==> config.mk <==
export PLATFORM = sky130hd
export DESIGN_NAME = sialu_mul
export DESIGN_NICKNAME = d
export VERILOG_FILES = /design/src/rtl/core/sialu_pkg.sv /design/src/rtl/core/sialu_mul.sv
export SDC_FILE = /design/constraint.sdc
export NUM_CORES = 1
export LEC_CHECK = 0
export BUFFER_PORTS_ARGS = -buffer_cell sky130_fd_sc_hd__buf_2
export CORE_ASPECT_RATIO = 0.7
export CORE_MARGIN = 2
export CORE_UTILIZATION = 66
export CTS_BUF_LIST = sky130_fd_sc_hd__clkbuf_8
export CTS_CLUSTER_SIZE = 12
export DETAILED_ROUTE_END_ITERATION = 8
export MAX_ROUTING_LAYER = met4
export PLACE_DENSITY = 0.9
export SETUP_SLACK_MARGIN = 0.15
export SLEW_MARGIN = 10
export SYNTH_ARGS = -nofsm -noshare
export SYNTH_HDL_FRONTEND = slang
export SYNTH_SLANG_ARGS = --single-unit
==> constraint.sdc <==
create_clock -name i_clk -period 19.1 [get_ports i_clk]
set_input_delay 2.865 -clock i_clk [delete_from_list [all_inputs] [get_ports i_clk]]
set_output_delay 2.865 -clock i_clk [all_outputs]
set_load 0.005 [all_outputs]
==> src/rtl/core/sialu_pkg.sv <==
// Shared types, operator codes and status codes for the signed integer ALU.
// No dependencies; every other file in rtl/core imports this package.
package sialu_pkg;

    // Operator characters as they arrive on the command field.
    localparam logic [7:0] CMD_ADD = 8'h2B;  // '+'
    localparam logic [7:0] CMD_SUB = 8'h2D;  // '-'
    localparam logic [7:0] CMD_MUL = 8'h2A;  // '*'
    localparam logic [7:0] CMD_DIV = 8'h2F;  // '/'
    localparam logic [7:0] CMD_MOD = 8'h25;  // '%'

    // Status codes returned with each result.
    localparam logic [1:0] ST_OK       = 2'd0;
    localparam logic [1:0] ST_DIV_ZERO = 2'd1;
    localparam logic [1:0] ST_MOD_ZERO = 2'd2;
    localparam logic [1:0] ST_BAD_OP   = 2'd3;

    // Number of quotient bits, one per divider stage.
    localparam int DIV_STEPS = 32;

    // Decoded operation carried down the pipeline.
    typedef enum logic [2:0] {
        OP_ADD,
        OP_SUB,
        OP_MUL,
        OP_DIV,
        OP_MOD,
        OP_BAD
    } t_op_kind;

    // Input transaction payload.
    typedef struct packed {
        logic [7:0]         cmd;
        logic signed [31:0] operand_a;
        logic signed [31:0] operand_b;
    } t_alu_in;

    // Output transaction payload.
    typedef struct packed {
        logic signed [31:0] result;
        logic [1:0]         status;
    } t_alu_out;

    // Working state of one transaction between pipeline stages.
    typedef struct packed {
        t_op_kind    op;
        logic [1:0]  status;
        logic [31:0] arith;    // sum, difference or product magnitude
        logic        neg_q;    // operand signs differ
        logic        neg_r;    // dividend is negative
        logic [31:0] rem;      // partial remainder
        logic [31:0] quo;      // dividend bits shifting out, quotient bits in
        logic [31:0] divisor;  // divisor magnitude
    } t_pipe;

endpackage

==> src/rtl/core/sialu_mul.sv <==
// Multiply stage: product of the operand magnitudes, low 32 bits kept.
// Depends on sialu_pkg.
module sialu_mul
    import sialu_pkg::*;
(
    input  logic  i_clk,
    input  logic  i_rst_n,
    input  logic  i_adv,
    input  logic  i_valid,
    input  t_pipe i_pipe,
    output logic  o_valid,
    output t_pipe o_pipe
);

    logic        r_valid;
    t_pipe       r_pipe;
    t_pipe       n_pipe;
    logic [31:0] w_prod;

    // The sign is restored at the end, so the magnitudes are multiplied here.
    // Only the low half of the product is ever needed.
    assign w_prod = i_pipe.quo * i_pipe.divisor;

    always_comb begin
        n_pipe = i_pipe;
        if (i_pipe.op == OP_MUL) begin
            n_pipe.arith = w_prod;
        end
    end

    always_ff @(posedge i_clk) begin
        if (!i_rst_n) begin
            r_valid <= 1'b0;
        end else if (i_adv) begin
            r_valid <= i_valid;
        end
    end

    always_ff @(posedge i_clk) begin
        if (i_adv) begin
            r_pipe <= n_pipe;
        end
    end

    assign o_valid = r_valid;
    assign o_pipe  = r_pipe;

endmodule

After elaboration in Yosys (flattened, before gate mapping)
Index checks and enable logic that the tools add are counted.
{"block": "word_totals", "reg_bits": 136, "latchBits": 0, "mem_bits_rw": 0, "rom_bits": 0, "elab_cells": 12, "mem_count": 0}
{"block": "op_classes", "add_sub_neg": 0, "multipliers": 1, "n_div": 0, "n_lt_le_gt_ge": 0, "eq_ne": 1, "shift": 0, "n_mux": 1, "bitwise_logic": 0, "n_reduce_logical": 0}
{"operator": "32-bit by 32-bit multiplier with 32-bit output", "n": 1}
{"operator": "32-bit 2-to-1 mux", "n": 1}
{"operator": "3-bit by 2-bit == test with 1-bit output (second input constant)", "n": 1}

Logic depth before layout (Yosys ltp)
Gate-level depths: netlist of run 1.
{"block": "logic_depth", "ltp_word": 2, "mapped_depth": 27, "ltp_nobuf": 24}

Worst setup path after synthesis of run 1
OpenSTA, ideal clock, no wires.
{"block": "synth_timing", "path_type": "in2reg", "startpoint": "input i_pipe[44] in the netlist's numbering", "endpoint": "register r_pipe (netlist bit o_pipe[128]), data pin", "setup_time_ns": 0.269, "arrival_ns": 9.095, "slack_ns": 9.736, "stages": 24, "n_path_buf": 2, "cell_sequence": "clkbuf_1 clkbuf_1 and2_1 fa_1 fa_1 fa_1 inv_1 fa_1 inv_1 fa_1 inv_1 fa_1 inv_1 fa_1 fa_1 ha_1 a21o_1 a21oi_1 o211a_1 or3_1 a41oi_2 o41ai_2 mux2i_1 o311ai_1"}
{"item": "start: declaration", "line_no": "sialu_mul.sv:10", "text": "input t_pipe i_pipe,"}
{"item": "end signal: assignment", "line_no": "sialu_mul.sv:41", "text": "r_pipe <= n_pipe;"}
{"item": "end: declaration", "line_no": "sialu_mul.sv:16", "text": "t_pipe r_pipe;"}

==> out/results.md, run 1 <==
- **total of warnings raised by yosys** 0
- **final WL** 54.0 mm
- **final worst-path cycle share** 50.0%
- **first-pass GRT wire length** 85.8 mm
- **later-pin clock latency in the skew report** 500 ps
- **half-perimeter wire length of the detailed placement result** 42.3 mm
- **maximum clock skew at final layout** 0 ps
- **simple-gate share of the synthesized area** 15.6%
- **achievable clock frequency** 105 MHz
- **setup bufs post-CTS** 0
- **standard cell core area** 30200 um2
- **Data required, critical path** 19340 ps
- **fraction of synthesized cell area taken by the top area cell type** 40.2%
- **Detail Route Antenna Nets** 0
- **reported max-cap violation count** 0
- **die width** 214 um
- **top_reg_cell synth** edfxtp_1
- **vias in the first global route** 15800
- **clk sink count** 136
- **headroom to the max-slew limit** 35.7%
- **total of cells resized after clock tree synthesis** 0
- **weighted congestion at the end of routability-driven global placement** 0.958
- **Cells on Worst Hold Path** 2
- **WL per Instance** 20.9 um
- **RSZ-0062 raised after global routing** false
- **maximum buffer depth of the clock tree** 2
- **Min Clock Period, post-route** 9560 ps
- **number of antenna violations at the first check in global routing** 0
- **final setup violation count** 0
- **most frequent cells in the layout** fa_1 (408), inv_1 (385), and2_1 (311)
- **class of the most critical hold timing path** reg -> reg
- **Critical Path End Type** register
- **effective utilization at floorplan** 67.3%
- **DRC violation count after routing** 0
- **total standard cell area after synthesis** 20300 um2
- **post-synthesis area per instance** 10.4 um2
- **Crit Path Category** in -> reg
- **clock edge transition at the registers on the reported setup and hold paths** 90 ps
- **maximum number of pins on one net before global-route repair** 74
- **Area contributors post-synth** fa_1 (40%), edfxtp_1 (20%), and2_1 (9.6%)
- **Root Buffer** clkbuf_8
- **number of nets produced by synthesis** 2623
- **instance count of the mapped netlist** 1953
- **overflow left after global routing** 0
- **ratio of routed vias to standard cells** 5.69
- **total of fill cells in the finished design** 2051
- **count of port buffers added during placement** 274
- **combinational family with the most area after synthesis** adder cells
- **sequential share of the synthesized area** 20.1%
- **number of antenna diodes** 0
- **TritonCTS clock tree** done
- **startpoint kind of the worst setup timing path** primary input
- **First-pass DRT Iterations** 5
- **Hold-fix buffers, CTS** 0
- **DIE AREA** 32200 um2
- **Total GRT Usage** 37.1%
- **Tightest Pin Transition** 965 ps
- **synthesized-area fraction occupied by adder cells** 47.8%
- **Max Transition Viols Final** 0
- **count of standard-cell rows** 53
- **complex-gate fraction of the synthesized area** 3.77%
- **Yosys cell types** 60
- **run status** complete, no violations
- **number of register bits inferred by synthesis** 136
- **clock buffer count from CTS** 17
- **number of placed I/O pins** 275
- **number of H-tree levels** 4
- **number of enable-type register cells in the synthesized netlist** 135
- **share of flip-flops with an asynchronous set or reset** 0%
- **peak fanout along the critical path** 27
- **fraction of final layout cells with drive strength greater than 1** 15.2%
- **Worst Reg2Reg Path Length in Cells** 2
- **area overhead of the layout relative to synthesis** 9.84%
- **most frequent standard cell in the layout excluding fill and tap cells** fa_1
- **Die Span Y** 151 um
- **final layout net count** 2826
- **DRT iter0 DRCs** 1302
- **Synth Area in XOR/XNOR** 3.56%
- **Final Hold Violating Endpoints** 0
- **final setup TNS** 0 ps
- **worst path arrival time** 9800 ps
- **proportion of synthesized area in mux cells** 0.370%
- **via total after detailed routing** 14700
- **library cell with the largest summed area after synthesis** fa_1
[logic make-up (layout without fill, tap and decap cells)]
group,count (synthesis),in the layout
XOR/XNOR,80,80
adder cells (fa/ha/maj),531,531
AO/OA/AOI/OAI,112,112
flip-flops,136,136
multiplexers,7,7
AND/OR/NAND/NOR,611,611
buffers and inverters,476,691
[registers in the layout (all words and copies together) (netlist names)]
name,cells
o_valid,1
o_pipe,135
[critical path, stage by stage]
cell and delay [ps]:
buf_2 580, and2_1 260, fa_1 450, fa_1 530, inv_1 60, fa_1 500
inv_1 60, fa_1 440, fa_1 470, fa_1 560, fa_1 430, fa_1 500
ha_1 410, nand2_1 80, nor4_1 550, o211ai_2 200, a31oi_1 400, a21oi_1 170
xor2_1 140, o21ai_0 80
[metrics by stage]
stage               instances  hold WS [ps]  area, um2  utilization [%]  setup slack (ps)
finish                   2580           537      22300             73.9              9540
global route             2580           570      22300             73.9              9300
CTS                      2580           539      22300             73.9              9720
detailed placement       2549           517      21900             72.4              9180
global placement         2549           505      21900             72.4              9370
floorplan                1953           507      20300                -              9740
[layer usage]
metal / vias to the layer above / GRT usage [%] / share of wire (%)
met1: 7384 / 50.7 / 39
li1: 6269 / - / -
met3: 137 / 10.4 / 12
met4: 0 / 12.0 / 2.8
met5: - / - / 0
met2: 882 / 54.1 / 46
[path summary, 6_finish.rpt]
kind              startpoint          end  slack (ps)
setup reg to reg     o_valid      o_valid       18500
hold / removal       o_valid      o_valid         540
setup / recovery  i_pipe[38]  o_pipe[127]        9540
hold reg to reg      o_valid      o_valid         540
[cell type report]
cell class	count	area, um2	share of cell area, %
clock buffer	17	234	1.05
multi-input combinational	1341	14400	64.7
sequential	136	4070	18.3
tap	412	515	2.31
clock inverter	14	206	0.926
timing repair buffer	277	1400	6.28
inverter	383	1440	6.45
[synthesized netlist by cell type (all sizes together) (4+ instances only)]
| cell type | number |
|---|---|
| fa | 408 |
| inv | 383 |
| and2 | 311 |
| nand2 | 257 |
| edfxtp | 135 |
| ha | 123 |
| clkbuf | 84 |
| xnor2 | 57 |
| o21ai | 36 |
| a21oi | 24 |
| xor2 | 22 |
| nor2 | 11 |
| buf | 9 |
| a21o | 8 |
| o21a | 8 |
| a211oi | 6 |
| nand3 | 6 |
| nor3 | 6 |
| nor3b | 6 |
| mux2 | 4 |
| o31ai | 4 |
Power of run 1 is not shown: default switching activity piles up to over one toggle a cycle in this logic, so the estimate is an artifact.
==> run 2: changes to the inputs <==
--- a/config.mk
+++ b/config.mk
@@ -8,12 +8,12 @@
 export BUFFER_PORTS_ARGS = -buffer_cell sky130_fd_sc_hd__buf_2
 export CORE_ASPECT_RATIO = 0.7
 export CORE_MARGIN = 2
-export CORE_UTILIZATION = 66
+export CORE_UTILIZATION = 61
 export CTS_BUF_LIST = sky130_fd_sc_hd__clkbuf_8
 export CTS_CLUSTER_SIZE = 12
 export DETAILED_ROUTE_END_ITERATION = 8
 export MAX_ROUTING_LAYER = met4
-export PLACE_DENSITY = 0.9
+export PLACE_DENSITY = 0.84
 export SETUP_SLACK_MARGIN = 0.15
 export SLEW_MARGIN = 10
 export SYNTH_ARGS = -nofsm -noshare
==> constraint.sdc (replaced) <==
create_clock -name i_clk -period 8.9 [get_ports i_clk]
set_input_delay 1.335 -clock i_clk [delete_from_list [all_inputs] [get_ports i_clk]]
set_output_delay 1.335 -clock i_clk [all_outputs]
set_load 0.005 [all_outputs]
==> run 2 against run 1 <==
Compared with the run above: final cell count up 1.0%; first-iteration DRC count is 2.1% lower; global-route usage decreased by 3.0 points; critical path type unchanged; highest routed layer unchanged.
==> out/results.md, run 2 (synthesis results as in run 1) <==
- **run status** complete, no violations
- **First-pass DRT Iterations** 6
- **DRT iter0 DRCs** 1275
- **TritonCTS clock tree** done
- **total of fill cells in the finished design** 2477
- **Total GRT Usage** 34.1%
- **class of the most critical hold timing path** reg -> reg
- **vias in the first global route** 15700
- **first-pass GRT wire length** 85.8 mm
- **area taken by multi-input logic gates** 14400 um2
- **DIE AREA** 34800 um2
- **ratio of routed vias to standard cells** 5.59
- **final setup TNS** 0 ps
- **final WL** 54.2 mm
- **Hold-fix buffers, CTS** 0
- **Post-Route Utilization** 68.5%
- **launching point of the worst reg2reg path** o_valid
- **total of cells resized after clock tree synthesis** 0
- **most frequent cells in the layout** fa_1 (408), inv_1 (387), and2_1 (311)
- **number of H-tree levels** 4
- **reported max-cap violation count** 0
- **maximum buffer depth of the clock tree** 2
- **effective utilization at floorplan** 62.4%
- **end of the worst register-to-register path** o_valid
- **Worst Reg2Reg Path Length in Cells** 2
- **Root Buffer** clkbuf_8
- **weighted congestion at the end of routability-driven global placement** 0.939
- **final setup violation count** 0
- **die width** 222 um
- **cell with the most instances on the worst path** fa_1
- **Max Transition Viols Final** 0
- **Sequential cell area** 4070 um2
- **most frequent standard cell in the layout excluding fill and tap cells** fa_1
- **peak fanout along the critical path** 25
- **Detail Route Antenna Nets** 0
- **Worst setup endpoint** o_pipe[127]
- **maximum number of pins on one net before global-route repair** 72
- **via total after detailed routing** 14600
- **fraction of final layout cells with drive strength greater than 1** 15.5%
- **number of antenna violations at the first check in global routing** 0
- **maximum clock skew at final layout** 0 ps
- **Inst Count DP** 2576
- **count of port buffers added during placement** 274
- **clk sink count** 136
- **DRC violation count after routing** 0
- **setup bufs post-CTS** 0
- **headroom to the max-slew limit** 41.8%
- **overflow left after global routing** 0
- **start point of the critical path** i_pipe[8]
- **Final Hold Violating Endpoints** 0
- **final worst-path cycle share** 89.3%
- **later-pin clock latency in the skew report** 500 ps
- **clock buffer count from CTS** 17
- **final layout net count** 2838
- **half-perimeter wire length of the detailed placement result** 42.8 mm
- **number of gates on the worst path with buffers counted** 22
- **crit path max-delay cell type** fa_1
- **count of buffer and inverter cells on the critical path** 4
- **flip-flop count of the largest register after layout** 135
- **Crit Path Category** in -> reg
- **Min Clock Period, post-route** 7950 ps
- **largest stage delay on the critical path** 580 ps
- **count of standard-cell rows** 55
- **critical path cell sequence** buf_2 > nand2_1 > fa_1 > inv_1 > fa_1 > fa_1 > inv_1 > fa_1 > inv_1 > fa_1 > fa_1 > fa_1 > fa_1 > ha_1 > o21ai_0 > o211a_1 > a21oi_1 > nand2_1 > a31oi_1 > a21oi_1 > xor2_1 > o21ai_0
- **Crit path max-delay family** adder cells
- **RSZ-0062 raised after global routing** false
- **slack of the worst reg-to-reg path** 8310 ps
- **clock edge transition at the registers on the reported setup and hold paths** 80 ps
- **worst path arrival time** 8180 ps
- **Data required, critical path** 9130 ps
- **standard cell core area** 32600 um2
- **Critical Path End Type** register
- **startpoint kind of the worst setup timing path** primary input
- **Tightest Pin Transition** 873 ps
- **Die Span Y** 157 um
- **WL per Instance** 20.8 um
- **non-filler instance count after layout** 2607
- **achievable clock frequency** 126 MHz
- **area overhead of the layout relative to synthesis** 9.84%
- **number of placed I/O pins** 275
-- run 2: cell types whose count changed in the layout (fill, tap and decap cells not counted), sizes merged --
cell      delta
clkinvlp     +2
bufinv       -4
diode        +1
inv          +1
buf         +12
-- run 2: stage by stage --
| stage | cell area, um2 | setup WS (ps) | hold slack [ps] |
|---|---|---|---|
| global route | 22300 | 659 | 539 |
| detailed placement | 22000 | 539 | 506 |
| finish | 22300 | 949 | 521 |
| floorplan | 20300 | 1070 | 507 |
| CTS | 22300 | 1050 | 526 |
| global placement | 22000 | 661 | 504 |
-- run 2: metal layers --
| layer | track usage [%] | up-vias | routed length, um |
|---|---|---|---|
| li1 | - | 6298 | - |
| met1 | 46.9 | 7432 | 22600 |
| met2 | 50.2 | 741 | 24500 |
| met3 | 9.56 | 99 | 5800 |
| met4 | 9.43 | 0 | 1280 |
| met5 | - | - | 0 |
-- run 2: final cells by class --
class                      count  share of cell area, %
inverter                     383                   6.45
timing repair buffer         289                   6.68
clock buffer                  17                   1.05
antenna                        1                 0.0112
clock inverter                13                  0.426
tap                          427                   2.40
sequential                   136                   18.3
multi-input combinational   1341                   64.7
-- run 2: tightest hold or removal path: stages, from the launching register on --
cell and delay, ps:
dfxtp_1 330, mux2i_1 60, nor2b_1 90
-- run 2: how the worst min path moves through the flow --
stage	start	end	slack, ps	depth (start not counted)
finish	o_valid	o_valid	520	2
global route	o_valid	o_valid	540	2
CTS	o_valid	o_valid	530	2
detailed placement	o_valid	o_valid	510	2
global placement	o_valid	o_valid	500	2
floorplan	o_valid	o_valid	510	2
Power of run 2 is left out for the same reason.
