<file path="src/rtl/core/sialu_pkg.sv">
// Shared types, operator codes and status codes for the signed integer ALU.
// No dependencies; every other file in rtl/core imports this package.
package sialu_pkg;

    // Operator characters as they arrive on the command field.
    localparam logic [7:0] CMD_ADD = 8'h2B;  // '+'
    localparam logic [7:0] CMD_SUB = 8'h2D;  // '-'
    localparam logic [7:0] CMD_MUL = 8'h2A;  // '*'
    localparam logic [7:0] CMD_DIV = 8'h2F;  // '/'
    localparam logic [7:0] CMD_MOD = 8'h25;  // '%'

    // Status codes returned with each result.
    localparam logic [1:0] ST_OK       = 2'd0;
    localparam logic [1:0] ST_DIV_ZERO = 2'd1;
    localparam logic [1:0] ST_MOD_ZERO = 2'd2;
    localparam logic [1:0] ST_BAD_OP   = 2'd3;

    // Number of quotient bits, one per divider stage.
    localparam int DIV_STEPS = 32;

    // Decoded operation carried down the pipeline.
    typedef enum logic [2:0] {
        OP_ADD,
        OP_SUB,
        OP_MUL,
        OP_DIV,
        OP_MOD,
        OP_BAD
    } t_op_kind;

    // Input transaction payload.
    typedef struct packed {
        logic [7:0]         cmd;
        logic signed [31:0] operand_a;
        logic signed [31:0] operand_b;
    } t_alu_in;

    // Output transaction payload.
    typedef struct packed {
        logic signed [31:0] result;
        logic [1:0]         status;
    } t_alu_out;

    // Working state of one transaction between pipeline stages.
    typedef struct packed {
        t_op_kind    op;
        logic [1:0]  status;
        logic [31:0] arith;    // sum, difference or product magnitude
        logic        neg_q;    // operand signs differ
        logic        neg_r;    // dividend is negative
        logic [31:0] rem;      // partial remainder
        logic [31:0] quo;      // dividend bits shifting out, quotient bits in
        logic [31:0] divisor;  // divisor magnitude
    } t_pipe;

endpackage

</file>
<file path="src/rtl/core/sialu_div_step.sv">
// One restoring division step: produces one quotient bit per stage.
// Depends on sialu_pkg.
module sialu_div_step
    import sialu_pkg::*;
(
    input  logic  i_clk,
    input  logic  i_rst_n,
    input  logic  i_adv,
    input  logic  i_valid,
    input  t_pipe i_pipe,
    output logic  o_valid,
    output t_pipe o_pipe
);

    logic        r_valid;
    t_pipe       r_pipe;
    t_pipe       n_pipe;
    logic [32:0] w_trial;
    logic [32:0] w_diff;
    logic        w_take;

    // Shift the next dividend bit into the remainder and try the subtraction.
    assign w_trial = {i_pipe.rem, i_pipe.quo[31]};
    assign w_diff  = w_trial - {1'b0, i_pipe.divisor};
    assign w_take  = ~w_diff[32];

    always_comb begin
        n_pipe     = i_pipe;
        n_pipe.rem = w_take ? w_diff[31:0] : w_trial[31:0];
        n_pipe.quo = {i_pipe.quo[30:0], w_take};
    end

    always_ff @(posedge i_clk) begin
        if (!i_rst_n) begin
            r_valid <= 1'b0;
        end else if (i_adv) begin
            r_valid <= i_valid;
        end
    end

    always_ff @(posedge i_clk) begin
        if (i_adv) begin
            r_pipe <= n_pipe;
        end
    end

    assign o_valid = r_valid;
    assign o_pipe  = r_pipe;

endmodule

</file>
<file path="config.mk">
export PLATFORM = sky130hd
export DESIGN_NAME = sialu_div_step
export DESIGN_NICKNAME = d
export VERILOG_FILES = /design/src/rtl/core/sialu_pkg.sv /design/src/rtl/core/sialu_div_step.sv
export SDC_FILE = /design/constraint.sdc
export NUM_CORES = 1
export LEC_CHECK = 0
export BUFFER_PORTS_ARGS = -buffer_cell sky130_fd_sc_hd__buf_2
export CAP_MARGIN = 20
export CORE_MARGIN = 2
export CORE_UTILIZATION = 45
export CTS_CLUSTER_SIZE = 8
export DETAILED_ROUTE_END_ITERATION = 8
export PLACE_DENSITY = 0.77
export SLEW_MARGIN = 20
export SYNTH_ARGS = -nofsm -noshare
export SYNTH_HDL_FRONTEND = slang
export SYNTH_SLANG_ARGS = --single-unit
</file>
<file path="constraint.sdc">
create_clock -name i_clk -period 7 [get_ports i_clk]
set_input_delay 1.75 -clock i_clk [delete_from_list [all_inputs] [get_ports i_clk]]
set_output_delay 1.75 -clock i_clk [all_outputs]
set_load 0.1 [all_outputs]
</file>
# Word level (Yosys, flattened, before mapping)
# Index checks and enable logic that the tools add are counted.
dict set report word_totals {
  mem_bits_ro 0
  n_memories 0
  reg_bits 136
  latch_bits 0
  ramBits 0
  elab_cells 12
}
dict set report classes {
  n_div 0
  muxes 1
  n_shift 0
  n_eq_ne 0
  reduce_logical 0
  order_cmp 0
  bitwise_logic 1
  add_sub_neg 1
  n_mul 0
}
# operator count
set op_table {}
lappend op_table {{subtractor 33 x 32 -> 33 bit} 1}
lappend op_table {{two-way mux 32 bit} 1}
lappend op_table {{inverter 1 bit} 1}

# Longest topological paths before layout
# Gate-level depths: netlist (run 1).
dict set report depth {
  ltp_word 2
  mapped_depth 12
}

# Least setup slack after synthesis (run 1)
# No wires, ideal clock.
dict set report synth_timing {
  path_type {in2reg}
  startpoint {input port i_pipe[63] (netlist name)}
  endpoint {register r_pipe, in the netlist o_pipe[68] (data pin)}
  path_stages 12
  setup_time_ps 260
  path_buffers 1
  path_slack_ps 2733
  t_arrival_ps 4007
  path_cell_list {inv_1 ha_1 fa_1 nand2b_1 a21oi_1 o211ai_1 a21oi_1 o31a_2 mux2i_1 nor2_2 buf_6 mux2_4}
}
# element line
set synth_rtl {}
lappend synth_rtl {{from (decl)} sialu_div_step.sv:10} ;# input t_pipe i_pipe,
lappend synth_rtl {{to (signal assigned)} sialu_div_step.sv:43} ;# r_pipe <= n_pipe;
lappend synth_rtl {{to (decl)} sialu_div_step.sv:16} ;# t_pipe r_pipe;

==> results.py, run 1 <==
metrics = {
    "run_status": {
        "status": "completed",
    },
    "placement": {
        "postPlaceCellArea_mm2": 0.008138,
        "io_buffers": 274,
        "dpl.cell_count": 931,
        "place.gp.congestion": 0.8353,
        "pre_cts_slack_ns": 1.677,
        "dp_hpwl_um": 13200,
    },
    "synth": {
        "synth_edf_count": 135,
        "ys_warn_count": 0,
        "synth_top_area_share": 0.6157,
        "postSynthAreaPerCell_um2": 13.66,
        "netlist_area_mm2": 0.006584,
        "ys_ff_latch": 136,
        "syn_inst": 482,
        "synth_flop_cell": "edfxtp_1",
        "yosys.area.top_type": "edfxtp_1",
        "synth_nets": 654,
        "ys_seq_area_frac": 0.6188,
        "async_flop_share": 0,
        "ys_types": 50,
        "synthTopCellsByArea": "edfxtp_1 62%, ha_1 6.1%, mux2_4 5.7%",
    },
    "clock_network": {
        "clock_path_buffers": 2,
        "htree_levels": 4,
        "clk_latency_ns": 0.42,
        "clk_pin_slew_worst_paths_ns": 0.06,
        "cts_buffers": 17,
        "postCtsSetupBuffers": 0,
        "clock_sinks": 136,
        "cts_resized": 0,
        "cts.hold.buffers_added": 0,
        "cts_root_buf": "clkbuf_16",
        "tritoncts": "built",
    },
    "detailed_routing": {
        "firstDrtPassIters": 7,
        "initialDrtViolationCount": 382,
        "routed-via-count": 4973,
        "routed_wl_um": 17160,
        "drc_errors": 0,
        "avgRoutedWirePerCell_um": 17.82,
        "viasPerCell": 5.164,
        "drtAntennaViolNets": 0,
    },
    "worst_setup_path": {
        "cp_max_fo": 20,
        "slowest_delay_ns": 0.66,
        "crit_chain": "buf_2, ha_1, fa_1, nand2b_1, a21oi_1, o211ai_1, a21oi_1, o31a_2, mux2i_1, nor2_4, buf_4, mux2_2",
        "arrival_ns": 5.05,
        "cp.required_ns": 7.17,
        "worst_path_most_repeated_cell": "a21oi_1",
        "cp-start-kind": "primary input",
        "critical_path_class": "primary input to flip-flop",
        "slowest_stage": "nor2_4",
        "endpoint_kind": "flip-flop",
    },
    "power": {
        "p_per_area_mw_per_mm2": 325.5,
        "vdd_ir_drop_max_v": 0.0001409,
        "p_leak_uw": 0.003971,
    },
    "floorplan": {
        "floorplan.rows": 44,
        "die_w_um": 125.0,
        "core-area_mm2": 0.01442,
        "ios": 275,
        "initial_core_util": 0.4565,
        "die_area_mm2": 0.01561,
        "die-height_um": 125.0,
    },
    "timing": {
        "setup_ws_ns": 2.123,
        "rsz0062_at_grt": "false",
        "relSlewSlack": 0.4363,
        "finalCritPeriodShare": 0.6968,
        "finalHoldViolCount": 0,
        "report.final.setup_viol": 0,
        "timing.fmax_ghz": 0.2050,
        "slew_viol_final": 0,
        "finalWorstPathRequiredPeriod_ns": 4.877,
        "worst_slew_pin_slew_ns": 0.8455,
        "fin_skew_ns": 0,
        "setup_tns_ns": 0,
    },
    "finish": {
        "final_cell_count_no_fill": 963,
        "area_delta_synth_final_pct": 32.06,
        "finalInstanceArea_mm2": 0.008695,
        "drive_gt1_frac": 0.4377,
        "fin_nets": 938,
        "diodes": 0,
    },
    "global_route": {
        "grt_overflow_total": 0,
        "grt_pass1_wl_um": 25590,
        "grt.total_usage": 0.2157,
        "antenna_found_initial": 0,
        "grt_max_degree": 71,
        "grt_pass1_vias": 4765,
    },
    "flow_run": {
        "maxCapViolCount": 0,
    },
    "hold_path": {
        "holdCritPathClass": "flip-flop to flip-flop",
    },
}
## power breakdown
| part | switching, uW | internal [uW] | leakage [uW] | total [uW] |
|---|---|---|---|---|
| clock network | 346 | 491 | 0.000264 | 837 |
| registers | 18.5 | 992 | 0.00133 | 1010 |
| logic | 773 | 210 | 0.00238 | 983 |
| total | 1140 | 1690 | 0.00397 | 2830 |
## registers in the layout, indices dropped and copies added, names as in the netlist
register / flops
o_pipe: 135
o_valid: 1
## path summary, 6_finish.rpt
| kind | startpoint | end | slack (ns) | depth (start not counted) |
|---|---|---|---|---|
| setup / recovery | i_pipe[0] | o_pipe[67] | 2.12 | 12 |
| hold reg to reg | o_valid | o_valid | 0.56 | 2 |
| hold / removal | o_valid | o_valid | 0.56 | 2 |
| setup reg to reg | o_valid | o_valid | 6.38 | 2 |
## layout by cell type (no fill, tap or decap), types with 8 or more instances in the layout
cell type and count:
buf_2 273, o21ai_0 17, nand2_1 27, mux2_4 25, a21o_1 18, xor2_1 10, inv_1 38, nand3_1 10
xnor2_1 13, nor2_1 18, clkbuf_16 17, nand2b_1 8, edfxtp_1 135, a21oi_1 38, ha_1 32
## per-stage QoR
stage	total power, uW	util	hold slack [ns]
after floorplan	1831	-	0.9807
after global placement	1998	0.5642	0.5085
after detailed placement	2010	0.5642	0.5540
after CTS	2850	0.6028	0.5638
after global routing	2926	0.6028	0.5814
final	2830	0.6028	0.5617
## synth_stat cells, types with 2 or more instances
master and number:
nand2b_1 8, xnor2_1 13, and2_1 3, edfxtp_1 135
ha_1 32, clkbuf_1 5, xor2_1 10, nor4_1 2
nor2_1 18, mux2_2 3, o21a_1 5, o211ai_1 6
buf_6 4, nor4b_1 2, nand4_1 6, o21bai_1 5
mux2_4 25, o21ai_0 17, inv_1 38, and4_1 3
nor3_1 4, mux2i_1 6, a21oi_1 38, or3_1 2
nand3_1 10, nand3b_1 2, a211oi_1 3, a21o_1 18
and3_1 4, nand2_1 27, o31ai_1 2, nor2b_1 6
a21bo_2 3
## cell families after synthesis
kind of cell | count (synthesis) | share of synthesized area
adder cells (fa/ha/maj) | 33 | 0.06385
XOR/XNOR | 23 | 0.03060
flip-flops | 136 | 0.6188
AND/OR/NAND/NOR | 100 | 0.07868
multiplexers | 34 | 0.07127
buffers and inverters | 49 | 0.03288
AO/OA/AOI/OAI | 107 | 0.1040
## per-layer routing
metal	track usage	vias to the layer above	part of all wire
met5	0	-	0
met4	0.08627	0	0.028
met3	0.06632	35	0.079
met2	0.3770	210	0.51
met1	0.2484	2347	0.38
li1	-	2381	-
## worst max-delay path: cells and delay by family
family	cells	cell delay [ns]
fa+ha+maj	2	0.64
mux	2	0.49
simple gates	2	0.85
buf+inv	2	0.52
compound gates	4	0.79
## area by class of cell
type | count | area [um^2]
fillers | 1203 | 5729
flip-flops and latches | 136 | 4074
multi-input cells | 297 | 2298
repair buffers | 276 | 1393
clock buffers | 19 | 432.9
well taps | 184 | 230.2
inverters | 38 | 142.6
clock inverters | 13 | 123.9
Power figures use the tool's default switching activity.
==> run 2: changes to the inputs <==
--- a/config.mk
+++ b/config.mk
@@ -5,13 +5,14 @@
 export SDC_FILE = /design/constraint.sdc
 export NUM_CORES = 1
 export LEC_CHECK = 0
+export ABC_AREA = 1
 export BUFFER_PORTS_ARGS = -buffer_cell sky130_fd_sc_hd__buf_2
 export CAP_MARGIN = 20
 export CORE_MARGIN = 2
 export CORE_UTILIZATION = 45
 export CTS_CLUSTER_SIZE = 8
 export DETAILED_ROUTE_END_ITERATION = 8
-export PLACE_DENSITY = 0.77
+export PLACE_DENSITY = 0.75
 export SLEW_MARGIN = 20
 export SYNTH_ARGS = -nofsm -noshare
 export SYNTH_HDL_FRONTEND = slang
==> constraint.sdc (replaced) <==
create_clock -name i_clk -period 4.8 [get_ports i_clk]
set_input_delay 1.2 -clock i_clk [delete_from_list [all_inputs] [get_ports i_clk]]
set_output_delay 1.2 -clock i_clk [all_outputs]
set_load 0.1 [all_outputs]
==> run 2 against run 1 <==
Critical endpoint is now o_pipe[87]. Clock skew did not move. Final area up 10%. Via count grew 26%. Utilization down 0.31 points. Sequential power up 46%. Critical path depth rose by 3. Worst setup slack got worse by 0.36 ns. Synthesized area rose by 12%. Sequential share of layout area is 4.2 points lower. Global-route usage rose by 2.1 points. Final cell count is 39% higher. Count of clock-buffer cells in the layout down 1.
==> results.py, run 2 <==
metrics = {
    "finish": {
        "finalInstanceArea_mm2": 0.009560,
        "largest_register_ffs": 135,
        "final_common_cell": "nand2_1",
        "area_delta_synth_final_pct": 29.88,
        "final_cell_mix": "315 x nand2_1, 273 x buf_2, 154 x inv_1",
        "fin_nets": 1283,
        "diodes": 0,
        "drive_gt1_frac": 0.3087,
    },
    "synth": {
        "yosys.area.top_type": "edfxtp_1",
        "yosysMostFrequentCell": "nand2_1",
        "synth_edf_count": 135,
        "ys_ff_latch": 136,
        "ys_types": 32,
        "async_flop_share": 0,
        "ys_top_cells_by_count": "315 x nand2_1, 154 x inv_1, 135 x edfxtp_1, 38 x nor2_1, 32 x ha_1",
        "synth_nets": 994,
        "synth_top_area_share": 0.5507,
        "ys_seq_area_frac": 0.5535,
        "netlist_area_mm2": 0.007361,
        "synth_flop_cell": "edfxtp_1",
        "syn_inst": 822,
        "postSynthAreaPerCell_um2": 8.955,
        "ys_warn_count": 0,
        "synthTopCellsByArea": "edfxtp_1 55%, nand2_1 16%, inv_1 7.9%",
    },
    "detailed_routing": {
        "drc_errors": 0,
        "routed-via-count": 6259,
        "avgRoutedWirePerCell_um": 15.19,
        "routed_wl_um": 20350,
        "drtAntennaViolNets": 0,
        "initialDrtViolationCount": 296,
        "viasPerCell": 4.671,
        "firstDrtPassIters": 9,
    },
    "worst_setup_path": {
        "slowest_stage": "fa_1",
        "reg2regPathDepth": 2,
        "arrival_ns": 3.21,
        "path_delay_family": "simple AND/OR/NAND/NOR gates",
        "reg2reg_from": "o_valid",
        "crit_chain": "buf_2, ha_1, fa_1, inv_1, nand2_1, nand2_1, nand3_1, nand2_2, nand2_2, nand2_2, nand2_4, nand3_1, nand2_4, nand2_1, nand2_1",
        "cp_max_fo": 32,
        "cp.required_ns": 4.97,
        "critPathLaunch": "i_pipe[0]",
        "cp-start-kind": "primary input",
        "r2r_setup_slack_ns": 4.13,
        "critical_path_class": "primary input to flip-flop",
        "crit_buf_inv": 2,
        "worst_path_most_repeated_cell": "nand2_1",
        "timing.rr.end": "o_valid",
        "slowest_delay_ns": 0.42,
        "endpoint_kind": "flip-flop",
    },
    "power": {
        "internal-power_uw": 2528,
        "vdd_ir_drop_max_v": 0.0002320,
        "combPwrFrac": 0.336,
        "p_per_area_mw_per_mm2": 448.8,
        "swShare": 0.4109,
        "p_clk_frac": 0.322,
        "p_leak_uw": 0.005039,
        "p_switching_uw": 1763,
        "power_frac_seq": 0.342,
    },
    "global_route": {
        "grt_pass1_wl_um": 31640,
        "grt_overflow_total": 0,
        "grt_pass1_vias": 6175,
        "grt_max_degree": 92,
        "antenna_found_initial": 1,
        "grt.total_usage": 0.2363,
    },
    "timing": {
        "setup_tns_ns": 0,
        "timing.fmax_ghz": 0.3292,
        "worst_slew_pin_slew_ns": 0.7973,
        "rsz0062_at_grt": "false",
        "fin_skew_ns": 0,
        "relSlewSlack": 0.4684,
        "finalHoldViolCount": 0,
        "slew_viol_final": 0,
        "setup_ws_ns": 1.762,
        "finalWorstPathRequiredPeriod_ns": 3.038,
        "whs_ns": 0.5535,
        "report.final.setup_viol": 0,
        "finalCritPeriodShare": 0.6329,
    },
    "placement": {
        "place.gp.congestion": 0.9094,
        "io_buffers": 274,
        "pre_cts_slack_ns": 1.354,
        "postPlaceCellArea_mm2": 0.008944,
        "dp_hpwl_um": 16180,
    },
    "clock_network": {
        "clock_path_buffers": 2,
        "clk_pin_slew_worst_paths_ns": 0.06,
        "tritoncts": "built",
        "clock_sinks": 136,
        "cts_resized": 0,
        "cts_buffers": 17,
        "postCtsSetupBuffers": 0,
        "cts_root_buf": "clkbuf_16",
        "cts.hold.buffers_added": 0,
        "clk_latency_ns": 0.42,
        "htree_levels": 4,
    },
    "hold_path": {
        "holdPathStages": 2,
        "whs_endpoint": "o_valid",
        "hold_start": "o_valid",
        "holdCritPathClass": "flip-flop to flip-flop",
    },
    "floorplan": {
        "die-height_um": 131.9,
        "die_area_mm2": 0.01740,
        "ios": 275,
        "die_w_um": 131.9,
        "floorplan.rows": 46,
        "core-area_mm2": 0.01594,
        "initial_core_util": 0.4617,
    },
    "flow_run": {
        "maxCapViolCount": 0,
    },
    "run_status": {
        "status": "completed",
    },
}
run 2: cell types whose count changed after synthesis, moves of 14 or more:
cell and change:
nand2_1 +288, nand2_2 +25, nor2_1 +20, inv_1 +116
a21o_1 -18, mux2_4 -25, a21oi_1 -14, o21ai_0 -16
nand3_1 +20
run 2: kinds of logic after synthesis:
group | share of synthesized area
AO/OA/AOI/OAI | 0.02754
XOR/XNOR | 0.01785
adder cells (fa/ha/maj) | 0.05711
buffers and inverters | 0.09247
flip-flops | 0.5535
AND/OR/NAND/NOR | 0.2516
run 2: worst max-delay path by stage:
stage	endpoint	slack (ns)	depth (start not counted)
final	o_pipe[87]	1.76	15
after detailed placement	o_pipe[87]	1.35	16
after CTS	o_pipe[87]	1.77	16
after global routing	o_pipe[87]	1.60	16
after global placement	o_pipe[83]	1.45	15
after floorplan	o_pipe[77]	1.76	16
run 2: through the flow:
stage,utilization,total power (uW),std cells
CTS,0.5997,4327,1340
floorplan,-,2664,822
global route,0.5997,4457,1340
finish,0.5997,4291,1340
detailed placement,0.5610,2936,1308
global placement,0.5610,2924,1308
run 2: area by class of cell:
type / instances / area (um^2)
clock buffers: 18 / 429.2
clock inverters: 14 / 187.7
fillers: 1429 / 6382
inverters: 160 / 600.6
multi-input cells: 520 / 2606
flip-flops and latches: 136 / 4074
well taps: 216 / 270.3
repair buffers: 276 / 1393
run 2: metal layers:
metal  global-route usage  share of wire
met1               0.2728           0.40
met2               0.4204           0.50
met3              0.05921          0.067
met4              0.09360          0.029
met5                    0        0.00084
run 2: worst min-delay path, delay by kind of cell (launching register included):
| kind | cells | cell delay, ns |
|---|---|---|
| DFF | 1 | 0.31 |
| AOI/OAI and AO/OA | 2 | 0.19 |
run 2: power groups by stage:
| stage | Sequential (uW) | Clock, uW | Combinational [uW] |
|---|---|---|---|
| floorplan | 2310 | 0 | 350 |
| detailed placement | 1490 | 0 | 1440 |
| CTS | 1470 | 1410 | 1450 |
| finish | 1470 | 1380 | 1440 |
| global placement | 1490 | 0 | 1430 |
| global route | 1480 | 1460 | 1520 |
