===== src/rtl/core/sialu_pkg.sv =====
// Shared types, operator codes and status codes for the signed integer ALU.
// No dependencies; every other file in rtl/core imports this package.
package sialu_pkg;

    // Operator characters as they arrive on the command field.
    localparam logic [7:0] CMD_ADD = 8'h2B;  // '+'
    localparam logic [7:0] CMD_SUB = 8'h2D;  // '-'
    localparam logic [7:0] CMD_MUL = 8'h2A;  // '*'
    localparam logic [7:0] CMD_DIV = 8'h2F;  // '/'
    localparam logic [7:0] CMD_MOD = 8'h25;  // '%'

    // Status codes returned with each result.
    localparam logic [1:0] ST_OK       = 2'd0;
    localparam logic [1:0] ST_DIV_ZERO = 2'd1;
    localparam logic [1:0] ST_MOD_ZERO = 2'd2;
    localparam logic [1:0] ST_BAD_OP   = 2'd3;

    // Number of quotient bits, one per divider stage.
    localparam int DIV_STEPS = 32;

    // Decoded operation carried down the pipeline.
    typedef enum logic [2:0] {
        OP_ADD,
        OP_SUB,
        OP_MUL,
        OP_DIV,
        OP_MOD,
        OP_BAD
    } t_op_kind;

    // Input transaction payload.
    typedef struct packed {
        logic [7:0]         cmd;
        logic signed [31:0] operand_a;
        logic signed [31:0] operand_b;
    } t_alu_in;

    // Output transaction payload.
    typedef struct packed {
        logic signed [31:0] result;
        logic [1:0]         status;
    } t_alu_out;

    // Working state of one transaction between pipeline stages.
    typedef struct packed {
        t_op_kind    op;
        logic [1:0]  status;
        logic [31:0] arith;    // sum, difference or product magnitude
        logic        neg_q;    // operand signs differ
        logic        neg_r;    // dividend is negative
        logic [31:0] rem;      // partial remainder
        logic [31:0] quo;      // dividend bits shifting out, quotient bits in
        logic [31:0] divisor;  // divisor magnitude
    } t_pipe;

endpackage


===== src/rtl/core/sialu_decode.sv =====
// First pipeline stage: operator decode, status, add/subtract and magnitudes.
// Depends on sialu_pkg.
module sialu_decode
    import sialu_pkg::*;
(
    input  logic    i_clk,
    input  logic    i_rst_n,
    input  logic    i_adv,
    input  logic    i_valid,
    input  t_alu_in i_data,
    output logic    o_valid,
    output t_pipe   o_pipe
);

    logic  r_valid;
    t_pipe r_pipe;
    t_pipe n_pipe;

    // Decode the command and prepare the operands for later stages.
    always_comb begin
        n_pipe         = '0;
        n_pipe.neg_r   = i_data.operand_a[31];
        n_pipe.neg_q   = i_data.operand_a[31] ^ i_data.operand_b[31];
        n_pipe.quo     = i_data.operand_a[31] ? (32'd0 - i_data.operand_a)
                                              : i_data.operand_a;
        n_pipe.divisor = i_data.operand_b[31] ? (32'd0 - i_data.operand_b)
                                              : i_data.operand_b;
        n_pipe.rem     = '0;
        n_pipe.status  = ST_OK;
        n_pipe.arith   = '0;
        case (i_data.cmd)
            CMD_ADD: begin
                n_pipe.op    = OP_ADD;
                n_pipe.arith = i_data.operand_a + i_data.operand_b;
            end
            CMD_SUB: begin
                n_pipe.op    = OP_SUB;
                n_pipe.arith = i_data.operand_a - i_data.operand_b;
            end
            CMD_MUL: begin
                n_pipe.op = OP_MUL;
            end
            CMD_DIV: begin
                n_pipe.op = OP_DIV;
                if (i_data.operand_b == 32'sd0) begin
                    n_pipe.status = ST_DIV_ZERO;
                end
            end
            CMD_MOD: begin
                n_pipe.op = OP_MOD;
                if (i_data.operand_b == 32'sd0) begin
                    n_pipe.status = ST_MOD_ZERO;
                end
            end
            default: begin
                n_pipe.op     = OP_BAD;
                n_pipe.status = ST_BAD_OP;
            end
        endcase
    end

    // Stage register; only the valid bit is reset.
    always_ff @(posedge i_clk) begin
        if (!i_rst_n) begin
            r_valid <= 1'b0;
        end else if (i_adv) begin
            r_valid <= i_valid;
        end
    end

    always_ff @(posedge i_clk) begin
        if (i_adv) begin
            r_pipe <= n_pipe;
        end
    end

    assign o_valid = r_valid;
    assign o_pipe  = r_pipe;

endmodule


===== config.mk =====
export PLATFORM = sky130hd
export DESIGN_NAME = sialu_decode
export DESIGN_NICKNAME = d
export VERILOG_FILES = /design/src/rtl/core/sialu_pkg.sv /design/src/rtl/core/sialu_decode.sv
export SDC_FILE = /design/constraint.sdc
export NUM_CORES = 1
export LEC_CHECK = 0
export BUFFER_PORTS_ARGS = -buffer_cell sky130_fd_sc_hd__buf_2
export CORE_ASPECT_RATIO = 1.75
export CORE_MARGIN = 2
export CORE_UTILIZATION = 57
export CTS_CLUSTER_DIAMETER = 100
export DETAILED_ROUTE_END_ITERATION = 8
export GPL_ROUTABILITY_DRIVEN = 0
export PLACE_DENSITY = 0.87
export SYNTH_ARGS = -nofsm -noshare
export SYNTH_HDL_FRONTEND = slang
export SYNTH_SLANG_ARGS = --single-unit

===== constraint.sdc =====
create_clock -name i_clk -period 12 [get_ports i_clk]
set_clock_uncertainty 0.1 [all_clocks]
set_input_delay 1.8 -clock i_clk [delete_from_list [all_inputs] [get_ports i_clk]]
set_output_delay 1.8 -clock i_clk [all_outputs]
set_load 0.01 [all_outputs]

# ---- Word level (Yosys, flattened, before mapping)
# Index checks and enable logic that the tools add are counted.
# Widths: inputs -> output; s select.
dict set report totals {
  register_bits 104
  wordCells 29
}
dict set report op_classes {
  eq_ne 5
  n_mux 7
  reduce_logical 2
  add_sub_neg 4
  bitwise_logic 1
}
# operator n
set op_table {}
lappend op_table {{$pmux 32 s2} 1}
lappend op_table {{$sub 1x32->32 const A} 2}
lappend op_table {{$mux 31} 2}
lappend op_table {{$eq 8x6->1 const B} 5}
lappend op_table {{$add 32x32->32} 1}
lappend op_table {{$logic_not 32->1} 1}
lappend op_table {{$sub 32x32->32} 1}
lappend op_table {{$pmux 3 s5} 1}
lappend op_table {{$pmux 2 s3} 1}
lappend op_table {{$reduce_or 3->1} 1}
lappend op_table {{$mux 2} 1}
lappend op_table {{$mux 1} 1}
lappend op_table {{$xor 1x1->1} 1}

# ---- Logic depth before layout (Yosys ltp)
# Gate-level depths: netlist of the first run.
dict set report depth {
  depth_word 3
  depth_mapped 18
  mapped_depth_nobuf 17
}

# ---- Worst setup path after synthesis of the first run
# Ideal clock, no wire load.
dict set report synth_timing {
  kind {in2reg}
  from {input port i_data[9] (netlist name)}
  to {register r_pipe (netlist bit o_pipe[127]), data pin}
  path_stages 17
  t_arrival_ns 5.613
  path_buffers 2
  slack_ns 6.021
  cell_sequence {clkbuf_1 or4_1 and4bb_2 nand3_1 or3_1 o31ai_1 xor2_1 ha_1 clkbuf_1 a21oi_1 o21ai_0 or4_1 nor3_1 o21ai_0 a31oi_1 xor2_1 nor2_1}
}
dict set report synth_between {
  elab_chain_cells 2
}
# item line_no
set synth_rtl {}
lappend synth_rtl {{from (decl)} sialu_decode.sv:10} ;# input t_alu_in i_data,
lappend synth_rtl {{$sub 32x32->32 / $add 32x32->32 (equally long branches)} {sialu_decode.sv:38, sialu_decode.sv:34}}
lappend synth_rtl {{$pmux 32 s2 *} sialu_decode.sv:31} ;# case (i_data.cmd)
lappend synth_rtl {{to (signal assigned)} sialu_decode.sv:73} ;# r_pipe <= n_pipe;
lappend synth_rtl {{to (decl)} sialu_decode.sv:16} ;# t_pipe r_pipe;
# Mark *: on every way between the ends. The rest lies on a longest branch, timed or not.
# A chain may end at the register's enable or synchronous reset.

# ---- Worst setup path in the final report of the first run
dict set report layout_timing {
  from {input port i_data[11] (netlist name)}
  to {register r_pipe (netlist bit o_pipe[127]), data pin}
}
# Same word-level chain as after synthesis.

==> impl_metrics.py, run 1 <==
metrics = {
    "synth": {
        "yosysTopAreaCellShare_pct": 43.9,
        "ys_types": 52,
        "synthCells": 700,
        "yosysMostFrequentCell": "edfxtp_1",
        "async_flop_share_pct": 0,
        "synthTopCellsByArea": "edfxtp_1 44%, xnor2_1 9.4%, ha_1 5.9%",
        "synth.avg_cell_area_um2": 10.1,
        "ys.flop_type": "edfxtp_1",
        "synth_seq_area_share_pct": 44.2,
        "yosysTopAreaCell": "edfxtp_1",
        "synth_seq_cells": 104,
        "synth_commonest_cells": "103 x edfxtp_1, 76 x xnor2_1, 67 x nand2_1",
        "synth_area_um2": 7050,
        "yosys_warnings": 0,
        "synth_edf_count": 103,
    },
    "run": {
        "cap_violations": 0,
    },
    "hold_path": {
        "min_to": "o_valid",
        "hold_depth": 2,
        "hold_class": "register to register",
        "worstHoldStart": "o_valid",
    },
    "finish": {
        "nFillCells": 986,
        "drive_above_1_share_pct": 23.6,
        "synthToLayoutAreaGrowth_pct": 16.8,
        "final_nets": 972,
        "post-route-util_pct": 68.2,
        "antenna_cells": 0,
    },
    "sta": {
        "rsz0062_at_grt": "false",
        "worst_pin_slew_ns": 0.942,
        "finalMaxSlewViolations": 0,
        "period_minus_slack_ns": 6.17,
        "fmax_mhz": 162,
        "fin_ws_ns": 5.83,
        "setup_violations": 0,
        "finalCritPeriodShare_pct": 51.4,
        "max-slew-margin-rel_pct": 37.1,
        "fin_setup_tns_ns": 0,
        "hold_violations": 0,
    },
    "global_routing": {
        "met1_usage_pct": 28.4,
        "grt_max_degree": 64,
        "grt-busiest-layer": "met2",
        "grt_pass1_vias": 5463,
        "met2_usage_pct": 46.8,
        "track_usage_pct": 25.4,
        "grt-ovfl-total": 0,
        "grt_pass1_wl_um": 26100,
        "antenna_found_initial": 0,
        "grtUsageMet3_pct": 4.36,
    },
    "floorplanning": {
        "die-height_um": 151,
        "num_rows": 53,
        "initial_core_util_pct": 58.4,
        "io_pins": 212,
        "core_um2": 12100,
        "fp.dieW_um": 88.0,
        "die-area_um2": 13300,
    },
    "worst_setup_path": {
        "crit_cells": 16,
        "slowest_stage": "or4_1",
        "crit_fanout": 9,
        "cp.required_ns": 11.99,
        "slowest_delay_ns": 0.60,
        "reg2reg_to": "o_valid",
        "r2r_start": "o_valid",
        "crit_start": "i_data[11]",
        "crit_chain": "buf_2 > or4_1 > and4bb_2 > nand3_1 > or3_1 > o31ai_1 > xor2_1 > ha_1 > a21oi_1 > o21ai_0 > or4_1 > nor3_1 > o21ai_0 > a31oi_1 > xor2_1 > nor2_1",
        "end_kind": "register",
        "crit_arrival_ns": 6.16,
        "start_kind": "input port",
        "path_class": "input port to register",
        "worst_path_dominant_cell_family": "simple AND/OR/NAND/NOR gates",
        "rrSetupSlack_ns": 11.30,
        "crit_buf_inv": 1,
        "reg2regPathDepth": 2,
    },
    "placed_design": {
        "io_buffers": 179,
        "dp_worst_setup_slack_ns": 5.61,
        "hpwl_um": 13500,
    },
    "cts": {
        "cts_setup_buffers": 0,
        "cts_buffer_depth": 2,
        "postCtsHoldBufs": 0,
        "tritoncts": "built",
        "clock_sinks": 104,
        "cts_root_buffer": "clkbuf_16",
        "clkSlewWorstSetupHoldPaths_ns": 0.07,
        "htreeDepth": 3,
        "clkLatencyLatePin_ns": 0.34,
        "cts_resized": 0,
        "cts-buffers-inserted": 9,
    },
    "pwr": {
        "switching_share_pct": 28.9,
        "p_per_area_nw_per_um2": 118,
        "p_int_mw": 0.692,
        "p_seq_share_pct": 45.6,
        "clkPwrFrac_pct": 30.4,
        "p_sw_mw": 0.281,
        "power.leakage_nw": 3.47,
        "totalPowerFinal_mw": 0.972,
        "ir_drop_uv": 68.3,
        "power_frac_comb_pct": 24.0,
    },
    "routing": {
        "drt-initial-drc-count": 600,
        "drcViolationCount": 0,
        "routed_via_density": 5.72,
        "vias": 5899,
        "drt_wl_total_um": 17200,
        "dr.pass1.iters": 5,
        "antenna_left": 0,
        "wl_per_cell_um": 16.7,
    },
    "outcome": {
        "status": "finished clean",
    },
}
[tightest hold or removal path: cells and delay by family (launching register included)]
family | cells | cell delay, ns
flip-flops | 1 | 0.31
AND/OR/NAND/NOR | 1 | 0.06
multiplexers | 1 | 0.12
[registers in the layout (all words and copies together), names as in the netlist]
register and cells:
o_valid 1, o_pipe 103
[power groups by stage]
stage | Combinational (mW) | Clock (mW) | Sequential, mW
after global routing | 0.256 | 0.311 | 0.446
after CTS | 0.231 | 0.298 | 0.443
final | 0.233 | 0.296 | 0.443
after floorplan | 0.134 | 0 | 0.468
after detailed placement | 0.230 | 0 | 0.451
after global placement | 0.225 | 0 | 0.451
[per-layer routing]
layer  wire, um  part of all wire, %
met1       6240                   36
met2       9190                   53
met3       1180                  6.9
met4        616                  3.6
met5          0                    0
[kinds of logic (layout without fill, tap and decap cells)]
group           after synthesis  count (layout)  synth area share, %
simple gates                210             210                 14.7
compound gates              156             156                 14.3
xor+xnor                    119             119                 14.8
flops                       104             104                 44.2
buf+inv                      75             211                 5.70
fa+ha+maj                    34              34                 6.14
other cells                   1              32               0.0532
mux                           1               1                0.142
[layout make-up]
| class | count | area, um^2 | area share [%] |
|---|---|---|---|
| well taps | 165 | 206 | 2.51 |
| multi-input cells | 552 | 3650 | 44.3 |
| clock inverters | 6 | 67.6 | 0.821 |
| flip-flops and latches | 104 | 3110 | 37.8 |
| inverters | 14 | 52.6 | 0.639 |
| clock buffers | 10 | 229 | 2.78 |
| repair buffers | 181 | 913 | 11.1 |
[cells in the final DEF, fill, tap and decap left out, types with 3 or more instances in the layout]
master,n
and3_1,5
ha_1,33
edfxtp_1,103
clkbuf_16,9
a41oi_1,3
o21ai_0,47
nor3_1,9
conb_1,32
a211oi_1,5
o31ai_1,29
xnor2_1,76
or3_1,11
inv_1,14
or4_1,7
buf_4,3
o41ai_1,6
nand3_1,10
a21oi_1,31
and2_1,11
o21a_1,4
nor4_1,4
nand2b_1,7
nand4_1,3
nand2_1,67
a21o_1,8
buf_2,178
nor2b_1,4
nor2_1,57
or3_4,3
a31oi_1,8
xor2_1,43
[through the flow]
stage | area (um^2) | cells | hold slack [ns]
2_1_floorplan | 7160 | 731 | 0.438
3_5_place_dp | 7930 | 1016 | 0.435
4_1_cts | 8230 | 1032 | 0.446
3_3_place_gp | 7930 | 1016 | 0.391
5_1_grt | 8230 | 1032 | 0.454
6_report | 8230 | 1032 | 0.434
[how the worst max path moves through the flow]
stage	to	slack (ns)
6_report	o_pipe[127]	5.83
5_1_grt	o_pipe[127]	5.46
4_1_cts	o_pipe[128]	5.93
3_5_place_dp	o_pipe[127]	5.61
3_3_place_gp	o_pipe[127]	5.74
2_1_floorplan	o_pipe[127]	6.02
Power figures use the tool's default switching activity.
==> run 2: changes to the inputs <==
Settings changed: CORE_UTILIZATION 57 to 53, PLACE_DENSITY 0.87 to 0.82.
Clock period 12 ns to 6.2 ns, I/O delays scaled along.
==> run 2 against run 1 <==
Wire length up 0.26%. Critical endpoint is now o_pipe[122]. Sequential power up 93%. Non-clock buffer count up 1. Power up 91%. Cell count up 0.68%.
==> impl_metrics.py, run 2 (synthesis results as in run 1) <==
metrics = {
    "run": {
        "cap_violations": 0,
    },
    "finish": {
        "largest_reg_flops": 103,
        "antenna_cells": 0,
        "synthToLayoutAreaGrowth_pct": 16.8,
        "final_cell_mix": "178 x buf_2, 103 x edfxtp_1, 76 x xnor2_1, 67 x nand2_1, 57 x nor2_1",
        "final_nets": 973,
        "finalInstanceArea_um2": 8230,
        "layout_commonest_cell": "buf_2",
        "nFillCells": 1168,
        "drive_above_1_share_pct": 23.7,
    },
    "routing": {
        "drt-initial-drc-count": 369,
        "top_layer": "met4",
        "wl_per_cell_um": 16.6,
        "antenna_left": 0,
        "wl_met1_um": 6590,
        "met3_length_um": 1060,
        "drcViolationCount": 0,
        "drt_wl_total_um": 17300,
        "vias": 5797,
        "dr.pass1.iters": 5,
        "met2_length_um": 9060,
        "routed_via_density": 5.58,
    },
    "placed_design": {
        "io_buffers": 179,
        "hpwl_um": 13600,
        "postPlaceCellArea_um2": 7950,
    },
    "sta": {
        "setup_violations": 0,
        "fmax_mhz": 194,
        "period_minus_slack_ns": 5.16,
        "fin_setup_tns_ns": 0,
        "hold_violations": 0,
        "finalCritPeriodShare_pct": 83.2,
        "rsz0062_at_grt": "false",
        "finalMaxSlewViolations": 0,
        "worst_pin_slew_ns": 0.953,
        "max-slew-margin-rel_pct": 36.3,
    },
    "floorplanning": {
        "num_rows": 55,
        "initial_core_util_pct": 54.5,
        "fp.dieW_um": 91.2,
        "io_pins": 212,
        "die-area_um2": 14300,
        "die-height_um": 157,
        "core_um2": 12900,
    },
    "hold_path": {
        "hold_class": "register to register",
    },
    "cts": {
        "cts-buffers-inserted": 9,
        "cts_root_buffer": "clkbuf_16",
        "clkLatencyLatePin_ns": 0.35,
        "cts_buffer_depth": 2,
        "postCtsHoldBufs": 0,
        "tritoncts": "built",
        "cts_resized": 0,
        "clock_sinks": 104,
        "clkSlewWorstSetupHoldPaths_ns": 0.08,
        "cts_setup_buffers": 0,
        "htreeDepth": 3,
    },
    "worst_setup_path": {
        "path_class": "input port to register",
        "start_kind": "input port",
        "crit_arrival_ns": 5.14,
        "end_kind": "register",
        "cp.required_ns": 6.19,
        "crit_fanout": 30,
    },
    "global_routing": {
        "grt-ovfl-total": 0,
        "grt_pass1_vias": 5612,
        "antenna_found_initial": 0,
        "grt_max_degree": 62,
        "grt_pass1_wl_um": 27200,
        "track_usage_pct": 23.9,
    },
    "pwr": {
        "ir_drop_uv": 139,
        "p_per_area_nw_per_um2": 226,
        "power.leakage_nw": 3.46,
    },
    "outcome": {
        "status": "finished clean",
    },
}
==> run 2: worst paths after layout <==
path	slack, ns	from	to	cells after the start
worst min-delay path	0.42	o_valid	o_valid	2
worst min register to register	0.42	o_valid	o_valid	2
worst max-delay path	1.04	i_data[68]	o_pipe[122]	14
worst max register to register	5.51	o_valid	o_valid	2
==> run 2: metal layers <==
| layer | GRT usage, % | vias up |
|---|---|---|
| li1 | - | 2792 |
| met1 | 27.3 | 2715 |
| met2 | 43.8 | 250 |
| met3 | 3.42 | 40 |
| met4 | 11.1 | 0 |
| met5 | 0 | - |
==> run 2: where the power goes <==
part | internal, mW | switching, mW
Sequential | 0.841 | 0.0151
Combinational | 0.181 | 0.272
Clock | 0.276 | 0.273
Total | 1.30 | 0.560
==> run 2: critical path: stages <==
cell and delay (ns):
buf_2 0.10, nor4b_1 0.55, and2_1 0.28, nand2_1 0.58, a21oi_1 0.55, fa_1 0.30
a21oi_1 0.11, o21ai_0 0.21, a21o_1 0.24, nand3_1 0.12, o31ai_1 0.68, a21boi_0 0.24
xor2_1 0.19, nor2_1 0.05
==> run 2: area by class of cell <==
cell class	instances	area [um^2]	area share, %
Clock buffer	9	225	2.74
Clock inverter	7	55.1	0.669
Inverter	14	52.6	0.639
Multi-Input combinational cell	552	3650	44.3
Sequential cell	104	3110	37.8
Tap cell	171	214	2.60
Timing Repair Buffer	182	921	11.2
==> run 2: through the flow <==
| step | worst slack (ns) | instances | utilization (%) | total power, mW | hold WS (ns) |
|---|---|---|---|---|---|
| after detailed placement | 0.730 | 1023 | 61.4 | 1.32 | 0.407 |
| after floorplan | 1.09 | 731 | - | 1.17 | 0.438 |
| after CTS | 1.10 | 1039 | 63.6 | 1.86 | 0.430 |
| after global routing | 0.668 | 1039 | 63.6 | 1.94 | 0.483 |
| final | 1.04 | 1039 | 63.6 | 1.86 | 0.419 |
| after global placement | 0.808 | 1023 | 61.4 | 1.31 | 0.391 |
==> run 3: changes to the inputs <==
Settings changed: CORE_UTILIZATION 53 to 48, PLACE_DENSITY 0.82 to 0.78.
Clock period 6.2 ns to 4.5 ns, I/O delays scaled along.
==> run 3 against run 2 <==
First-iteration DRC count grew 11%. Sequential share of layout area down 2.1 points. Via count is 3.3% higher. Core utilization is 2.9 points lower. Combinational power grew 47%.
==> impl_metrics.py, run 3 (synthesis results as in run 1) <==
metrics = {
    "outcome": {
        "status": "finished clean",
    },
    "sta": {
        "fin_setup_tns_ns": 0,
        "setup_violations": 0,
        "fmax_mhz": 237,
        "whs_ns": 0.427,
        "period_minus_slack_ns": 4.21,
        "rsz0062_at_grt": "false",
        "worst_pin_slew_ns": 0.803,
        "max-slew-margin-rel_pct": 46.5,
        "finalMaxSlewViolations": 0,
        "finalCritPeriodShare_pct": 93.6,
        "hold_violations": 0,
    },
    "routing": {
        "wl_met1_um": 6910,
        "drt_wl_total_um": 18000,
        "wl_per_cell_um": 16.3,
        "top_layer": "met4",
        "routed_via_density": 5.44,
        "drcViolationCount": 0,
        "met3_length_um": 1010,
        "antenna_left": 0,
        "dr.pass1.iters": 5,
        "met2_length_um": 9410,
        "vias": 5991,
        "drt-initial-drc-count": 410,
    },
    "finish": {
        "ff_latch_area_um2": 3110,
        "final_cell_mix": "178 x buf_2, 103 x edfxtp_1, 76 x xnor2_1, 67 x nand2_1, 57 x nor2_1",
        "drive_above_1_share_pct": 28.7,
        "layout_commonest_cell": "buf_2",
        "synthToLayoutAreaGrowth_pct": 23.7,
        "largest_reg_flops": 103,
        "final_nets": 1025,
        "finalInstanceArea_um2": 8720,
        "nFillCells": 1268,
        "multi_input_area_um2": 3680,
    },
    "global_routing": {
        "grt_pass1_wl_um": 28200,
        "grt-ovfl-total": 0,
        "track_usage_pct": 23.2,
        "grt_max_degree": 65,
        "grt_pass1_vias": 5657,
        "antenna_found_initial": 2,
    },
    "pwr": {
        "ir_drop_uv": 214,
        "power.leakage_nw": 3.75,
        "totalPowerFinal_mw": 2.70,
        "p_per_area_nw_per_um2": 310,
    },
    "cts": {
        "tritoncts": "built",
        "cts_buffer_depth": 2,
        "cts-buffers-inserted": 9,
        "cts_resized": 0,
        "htreeDepth": 3,
        "cts_setup_buffers": 0,
        "cts_root_buffer": "clkbuf_16",
        "clock_sinks": 104,
        "clkSlewWorstSetupHoldPaths_ns": 0.07,
        "clkLatencyLatePin_ns": 0.34,
    },
    "worst_setup_path": {
        "cp.required_ns": 4.49,
        "crit_arrival_ns": 4.20,
        "end_kind": "register",
        "crit_chain": "buf_2 > or4_4 > and4bb_2 > nand3_2 > or3_4 > o31ai_4 > xor2_1 > ha_1 > a21oi_2 > o21ai_1 > or4_1 > nor3_2 > o21ai_1 > a31oi_1 > xor2_1 > nor2_1",
        "crit_fanout": 5,
        "slowest_delay_ns": 0.56,
        "path_class": "input port to register",
        "start_kind": "input port",
        "slowest_stage": "or4_4",
    },
    "placed_design": {
        "io_buffers": 179,
        "postPlaceCellArea_um2": 8390,
        "hpwl_um": 14200,
    },
    "floorplanning": {
        "initial_core_util_pct": 49.0,
        "num_rows": 58,
        "fp.dieW_um": 95.6,
        "io_pins": 212,
        "die-height_um": 164,
        "die-area_um2": 15700,
        "core_um2": 14400,
    },
    "hold_path": {
        "hold_class": "register to register",
    },
    "run": {
        "cap_violations": 0,
    },
}
==> run 3: cell count changes in the layout (fill, tap and decap cells not counted), sizes merged <==
cell / delta
buf: +52
clkinvlp: -3
bufinv: +2
diode: +2
inv: +1
==> run 3: cell type report <==
cell class                 count  area share, %
timing repair buffer         234           15.0
clock buffer                   9           2.58
multi-input combinational    552           42.3
inverter                      14          0.603
clock inverter                 7           1.16
sequential                   104           35.7
tap                          180           2.58
antenna                        2         0.0574
==> run 3: metrics by stage <==
stage,std cells,setup slack [ns],util [%]
final,1102,0.287,60.7
after global routing,1102,0.0444,60.7
after CTS,1100,0.269,60.6
after detailed placement,1084,-0.0924,58.4
after global placement,1084,-0.0607,58.4
after floorplan,731,-0.0319,-
==> run 3: where the power goes <==
part	switching [mW]	leakage, nW	internal [mW]
clock	0.365	0.160	0.495
combinational	0.384	2.58	0.280
sequential	0.0204	1.01	1.16
==> run 3: metal layers <==
| metal | global-route usage (%) | vias up |
|---|---|---|
| met2 | 40.4 | 233 |
| met4 | 12.7 | 0 |
| met3 | 3.58 | 44 |
| met5 | 0 | - |
| met1 | 26.7 | 2814 |
| li1 | - | 2900 |
==> run 3: repair_timing <==
action                                  in CTS  in global routing
hold buffers                                 0                  0
endpoints found under the hold margin        0                  0
endpoints found under the setup margin       0                  1
==> run 3: worst paths after layout <==
kind | startpoint | endpoint | slack, ns | depth (start not counted)
worst max-delay path | i_data[11] | o_pipe[127] | 0.29 | 16
worst min-delay path | o_valid | o_valid | 0.43 | 2
worst min register to register | o_valid | o_valid | 0.43 | 2
worst max register to register | o_valid | o_valid | 3.79 | 2
==> run 3: worst max-delay path: cells and delay by family <==
| family | cells | cell delay (ns) |
|---|---|---|
| XOR/XNOR | 2 | 0.32 |
| adder cells (fa/ha/maj) | 1 | 0.27 |
| AO/OA/AOI/OAI | 5 | 0.77 |
| AND/OR/NAND/NOR | 7 | 2.06 |
| buffers and inverters | 1 | 0.10 |
